File: src/sv/trws_pkg.sv
`timescale 1ns / 1ps

package trws_pkg;

  // Event store geometry
  localparam int EVENT_DEPTH = 1024;
  localparam int ADDR_W      = $clog2(EVENT_DEPTH);
  localparam int LEFT_W      = $clog2(EVENT_DEPTH + 1);

  // Per-tick write limit and result buffer geometry
  localparam int MAX_WRITES_PER_TICK = 63;
  localparam int CNT_W               = $clog2(MAX_WRITES_PER_TICK + 1);
  localparam int BUF_DEPTH           = 2 ** CNT_W;

  localparam int NEAR_END_EVENTS = 10;

  // Field widths
  localparam int TICK_W      = 32;
  localparam int INDEX_W     = 10;
  localparam int REG_W       = 8;
  localparam int VAL_W       = 8;
  localparam int DELAY_W     = 16;
  localparam int IN_TDATA_W  = 48;
  localparam int OUT_TDATA_W = 24;
  localparam int CFG_DATA_W  = 11;
  localparam int CFG_INDEX_W = 1;

  // Operation codes carried on s_tuser
  localparam logic OP_LOAD = 1'b0;
  localparam logic OP_TICK = 1'b1;

  // Configuration register indexes
  localparam logic [CFG_INDEX_W-1:0] CFG_PLAY_ENABLE = 1'b0;
  localparam logic [CFG_INDEX_W-1:0] CFG_SONG_EVENTS = 1'b1;

  // One stored event
  typedef struct packed {
    logic [DELAY_W-1:0] delay;
    logic [VAL_W-1:0]   value;
    logic [REG_W-1:0]   register_addr;
  } event_t;

  // One buffered result
  typedef struct packed {
    logic             write_valid;
    logic [VAL_W-1:0] value;
    logic [REG_W-1:0] register_addr;
  } result_t;

  // Controller to datapath
  typedef struct packed {
    logic load_event;
    logic start_tick;
    logic walk;
    logic emit;
  } cmd_t;

  // Datapath to controller
  typedef struct packed {
    logic play;
    logic due;
    logic emit_last;
    logic out_free;
  } sts_t;

endpackage

File: src/sv/trws_ctrl.sv
`timescale 1ns / 1ps

module trws_ctrl (
  input  logic            clk,
  input  logic            rst,
  input  logic            in_valid,
  input  logic            in_op,
  output logic            in_ready,
  input  trws_pkg::sts_t  sts,
  output trws_pkg::cmd_t  cmd
);

  typedef enum logic [1:0] {
    ST_IDLE,
    ST_WALK,
    ST_EMIT
  } state_t;

  state_t state;
  state_t state_next;

  assign in_ready = (state == ST_IDLE);

  // Decode commands and next state
  always_comb begin
    cmd        = '0;
    state_next = state;
    unique case (state)
      ST_IDLE: begin
        if (in_valid) begin
          if (in_op == trws_pkg::OP_LOAD) begin
            cmd.load_event = 1'b1;
          end else if (sts.play) begin
            cmd.start_tick = 1'b1;
            state_next     = ST_WALK;
          end
        end
      end
      ST_WALK: begin
        cmd.walk = 1'b1;
        if (!sts.due) begin
          state_next = ST_EMIT;
        end
      end
      ST_EMIT: begin
        if (sts.out_free) begin
          cmd.emit = 1'b1;
          if (sts.emit_last) begin
            state_next = ST_IDLE;
          end
        end
      end
      default: state_next = ST_IDLE;
    endcase
  end

  // Hold state
  always_ff @(posedge clk) begin
    if (rst) begin
      state <= ST_IDLE;
    end else begin
      state <= state_next;
    end
  end

endmodule

File: config.mk
export PLATFORM = sky130hd
export DESIGN_NAME = trws_ctrl
export DESIGN_NICKNAME = d
export VERILOG_FILES = /design/src/sv/trws_pkg.sv /design/src/sv/trws_ctrl.sv
export SDC_FILE = /design/constraint.sdc
export NUM_CORES = 1
export LEC_CHECK = 0
export BUFFER_PORTS_ARGS = -buffer_cell sky130_fd_sc_hd__buf_4
export CORE_AREA = 2 2 39 41
export DETAILED_ROUTE_END_ITERATION = 6
export DIE_AREA = 0 0 41 43
export GPL_ROUTABILITY_DRIVEN = 0
export SLEW_MARGIN = 20
export SYNTH_ARGS = -nofsm -noshare
export SYNTH_HDL_FRONTEND = slang
export SYNTH_SLANG_ARGS = --single-unit
File: constraint.sdc
create_clock -name clk -period 1.5 [get_ports clk]
set_input_delay 0.15 -clock clk [delete_from_list [all_inputs] [get_ports clk]]
set_output_delay 0.15 -clock clk [all_outputs]
set_load 0.01 [all_outputs]
# [Word-level counts from Yosys, hierarchy flattened]
# Cells that the tools add are included.
[totals] register_bits=2
[classes] eq_ne=8 mux=15 reduce_logical=2
[op_table] cell="$mux W2" count=8
[op_table] cell="$ne A2 B2 Y1 const B" count=5
[op_table] cell="$mux W1" count=6
[op_table] cell="$pmux W2 S3" count=1
[op_table] cell="$reduce_and A6 Y1" count=1
[op_table] cell="$eq A2 B1 Y1 const B" count=1
[op_table] cell="$eq A2 B2 Y1 const B" count=1
[op_table] cell="$logic_not A2 Y1" count=1
[op_table] cell="$ne A2 B1 Y1 const B" count=1

# [Depth between registers and ports, before layout]
[depth] word_depth=4 mapped_depth=3 ltp_nobuf=3

# [Worst setup path after synthesis]
# Ideal clock, no wire load.
[synth_timing] path_kind="flip-flop to output port" from="register state[0]" to="output port cmd[2] (netlist bit)" arrival_time_ns=0.749 t_required_ns=1.350 setup_slack_ns=0.601 path_stages_with_launch=4 n_path_buf=0 path_cell_list="dfxtp_1 > nor2_2 > nand4_1 > inv_1"
[synth_rtl] item="start, declared" line="trws_ctrl.sv:19" text="state_t state;"
[synth_rtl] item="start signal, assigned" line="trws_ctrl.sv:62" text="state <= state_next;"
[synth_rtl] item="end, declared" line="trws_ctrl.sv:10" text="output trws_pkg::cmd_t cmd"

==> run summary <==
The cell at the root of the clock tree is sky130_fd_sc_hd__clkbuf_4. The standard cell with the maximum stage delay on the critical path is sky130_fd_sc_hd__dfxtp_1. The cell family contributing the most delay on the critical path is flip-flops. The total vias in the final route is 152. The maximum fanout along the worst path is 3. The detailed-route vias per instance is 3.234. The final-stage net count is 41. The share of total power consumed by net switching came out at 21.54%. The total of endpoints with negative setup slack in the final report came out at 0. The routing usage on met1 is 3.195%.

The relative area change from synthesis to final layout came out at 114.0%. The average cell area after synthesis is 7.273 um^2. The largest registers in the layout are state (2). The final hold violation count is 0. The signal on the critical path passes through nor2b_1 -> and2_1 -> buf_4. The library cell used most frequently in the layout, excluding fill and tap cells, is sky130_fd_sc_hd__buf_4. The number of nets in the synthesized netlist is 24. The number of standard-cell rows in the floorplan came out at 14. The post-synthesis compound-gate area fraction is 13.98%. The final routed DRC violation total is 0.

The switching power summed over all nets came out at 45.71 uW. The pin count of the biggest net entering global routing came out at 4. The count of hold buffers inserted by post-cts repair came out at 0. The worst-case setup slack after placement is 0.5492 ns.

The busiest metal layer after global routing is met4. The detailed-placement wirelength estimate is 286.9 um. Ranked by flip-flop count, first place goes to state.

The smallest hold slack is 0.09124 ns. Global routing used 1.571% of the available met3 tracks. Gates resized during post-CTS repair numbered 0. The clock insertion delay at the later pin of the skew report came out at 0.22 ns. After technology mapping, the gate count stands at 16. The initial utilization of the core area, before any placement, comes to 8.409%.

The kind of end point of the critical path is an output pin. The tree built by TritonCTS fans out to 2 sinks. The global-route congestion overflow total came out at 0. The largest stage delay on the critical path came out at 0.36 ns. The register clock-pin slew on the reported worst setup and hold paths is 0.03 ns. STA puts the critical path data required time at 1.35 ns. The number of antenna diodes came out at 0. The cell internal power dissipation is 166.5 uW.

At the worst endpoint, the arrival time is 1.02 ns. The shortest clock period the worst path allows after layout is 1.169 ns. The final wirelength came out at 338 um.

By area, the combinational part of the netlist is dominated by simple AND/OR/NAND/NOR gates. The critical path buffer and inverter count came out at 1. Dividing the detail-routed wire length by the instance count gives 7.191 um.

The final instance count without filler cells is 47. The number of port buffers came out at 12. After the first detailed-routing iteration, the DRC count stood at 1.

The global-route wire length before repair came out at 469 um. The minimum setup slack among reg-to-reg paths came out at 0.65 ns. TritonCTS built the clock tree. The post-route netlist has 58.06% of its cells at a drive strength greater than 1. The placeable core area came out at 1384 um^2. The path type of the worst setup path is flip-flop to output pin. The number of global-route vias before repair came out at 150.

Across the routed clock network, the largest skew measured is 0.001959 ns. Measured along the x axis, the die boundary spans 41 um. The synthesized area came out at 116.4 um^2.

The fraction of met2 tracks used by global routing is 6.250%. The max-slew violation count is 0. The number of flip-flops under the largest register name is 2. For this design the static power due to leakage is 0.0001296 uW. The floorplan step defined a die boundary enclosing 1763 um^2. After synthesis the netlist holds a flip-flop and latch count of 2.

Setup repair after global routing left no endpoint under its margin. The height of the die is 43 um. The total instance count after detailed placement came out at 44.

The worst slew margin relative to its limit is 88.23%. The tool flagged a number of max-cap violations equal to 0. The share of power burned in combinational logic came out at 17.7%. Counting the buffers created by CTS gives 3. Across the VDD grid, the largest voltage drop is 0.1446 mV.

The number of antenna violations at the first check in global routing is 0. Power spread over the standard cell area amounts to 852.2 nW/um^2. The share of power burned in registers is 26.7%.

The number of buffers added for setup after CTS is 0. The xor and xnor fraction of the mapped netlist area is 0%. The number of primary I/O pins came out at 13.

The share of synthesized cell area in and, or, nand and nor gates came out at 45.16%. Once detail routing completed, the nets flagged for antenna violations numbered 0. The final critical-path share of the clock period came out at 77.94%. The maximum clock frequency is 855.3 MHz. The worst-case setup margin in the final layout came out at 0.3308 ns. The total global-route track usage is 4.810%. The number of buffers on the longest clock path came out at 2. The part of the power in the clock network came out at 55.6%.

In this run the worst hold path is classified as primary input to flip-flop. In the layout the commonest cells are 12 x sky130_fd_sc_hd__buf_4, 3 x sky130_fd_sc_hd__nand2_1, 3 x sky130_fd_sc_hd__clkbuf_4. The synthesized-area fraction occupied by adder cells is 0%.

The multiplexer fraction of the synthesized cell area is 0%. In this run the number of H-tree levels came out at 1. STA classifies the critical path startpoint as a flip-flop. Summing the sequential cell areas from Yosys gives 34.41% of the chip area.

Yosys printed 0 warnings. The flow ran to the end, and the final reports show no timing, DRC or antenna violations. The length of the first detailed-routing pass in iterations is 2. At the pin with the least slew margin, the transition time is 0.1766 ns. The post-synthesis cell type count came out at 11.

The final sum of negative setup slack came out at 0 ns.
==> synth_stat cells <==
| master | instances | area, um^2 |
|---|---|---|
| sky130_fd_sc_hd__inv_1 | 2 | 7.510 |
| sky130_fd_sc_hd__dfxtp_1 | 2 | 40.04 |
| sky130_fd_sc_hd__a22oi_1 | 1 | 7.510 |
| sky130_fd_sc_hd__and2_1 | 1 | 6.260 |
| sky130_fd_sc_hd__nor2b_1 | 1 | 6.260 |
| sky130_fd_sc_hd__nand2_1 | 3 | 11.26 |
| sky130_fd_sc_hd__nor2b_2 | 1 | 8.760 |
| sky130_fd_sc_hd__nand4_1 | 1 | 6.260 |
| sky130_fd_sc_hd__a21oi_2 | 1 | 8.760 |
| sky130_fd_sc_hd__nor2_2 | 1 | 6.260 |
| sky130_fd_sc_hd__nor2_1 | 2 | 7.510 |
==> kinds of logic (layout without fill, tap and decap cells) <==
| logic type | Yosys count | after routing |
|---|---|---|
| AOI/OAI and AO/OA | 2 | 2 |
| buffers and inverters | 2 | 17 |
| and+or+nand+nor | 10 | 10 |
| DFF | 2 | 2 |
==> worst reg2reg max path: stages, from the launching register on <==
cell,delay (ns)
sky130_fd_sc_hd__dfxtp_1,0.31
sky130_fd_sc_hd__nor2b_2,0.17
sky130_fd_sc_hd__a22oi_1,0.20
sky130_fd_sc_hd__nor2_1,0.06
==> power by group through the flow <==
stage                     Sequential [uW]  Combinational (uW)  Clock [uW]
after global placement               57.3                37.9           0
after global routing                 56.8                41.5         131
after floorplan                      57.2                12.9           0
final                                56.7                37.5         118
after CTS                            56.6                38.2         127
after detailed placement             57.3                38.1           0
==> cell type report <==
type	instances	area, um^2
Clock buffer	3	22.52
Fill cell	156	1135
Inverter	2	7.507
Multi-Input combinational cell	12	68.82
Sequential cell	2	40.04
Tap cell	16	20.02
Timing Repair Buffer	12	90.09
==> metrics by stage <==
stage	area, um^2	utilization (%)	power (uW)
floorplan	116.4	-	70.03
global placement	226.5	16.37	95.17
detailed placement	226.5	16.37	95.42
CTS	249.0	17.99	221.6
global route	249.0	17.99	229.0
finish	249.0	17.99	212.2
==> metal layers <==
metal / share of wire [%] / routed length, um
met5: 0 / 0
met4: 0 / 0
met3: 12 / 42
met2: 56 / 189
met1: 31 / 106
==> final timing paths <==
| check | from | end | depth (start not counted) |
|---|---|---|---|
| hold reg to reg | state[1] | state[0] | 3 |
| setup / recovery | state[1] | cmd[0] | 3 |
| setup reg to reg | state[0] | state[1] | 3 |
| hold / removal | rst | state[0] | 2 |
Power figures use the tool's default switching activity.
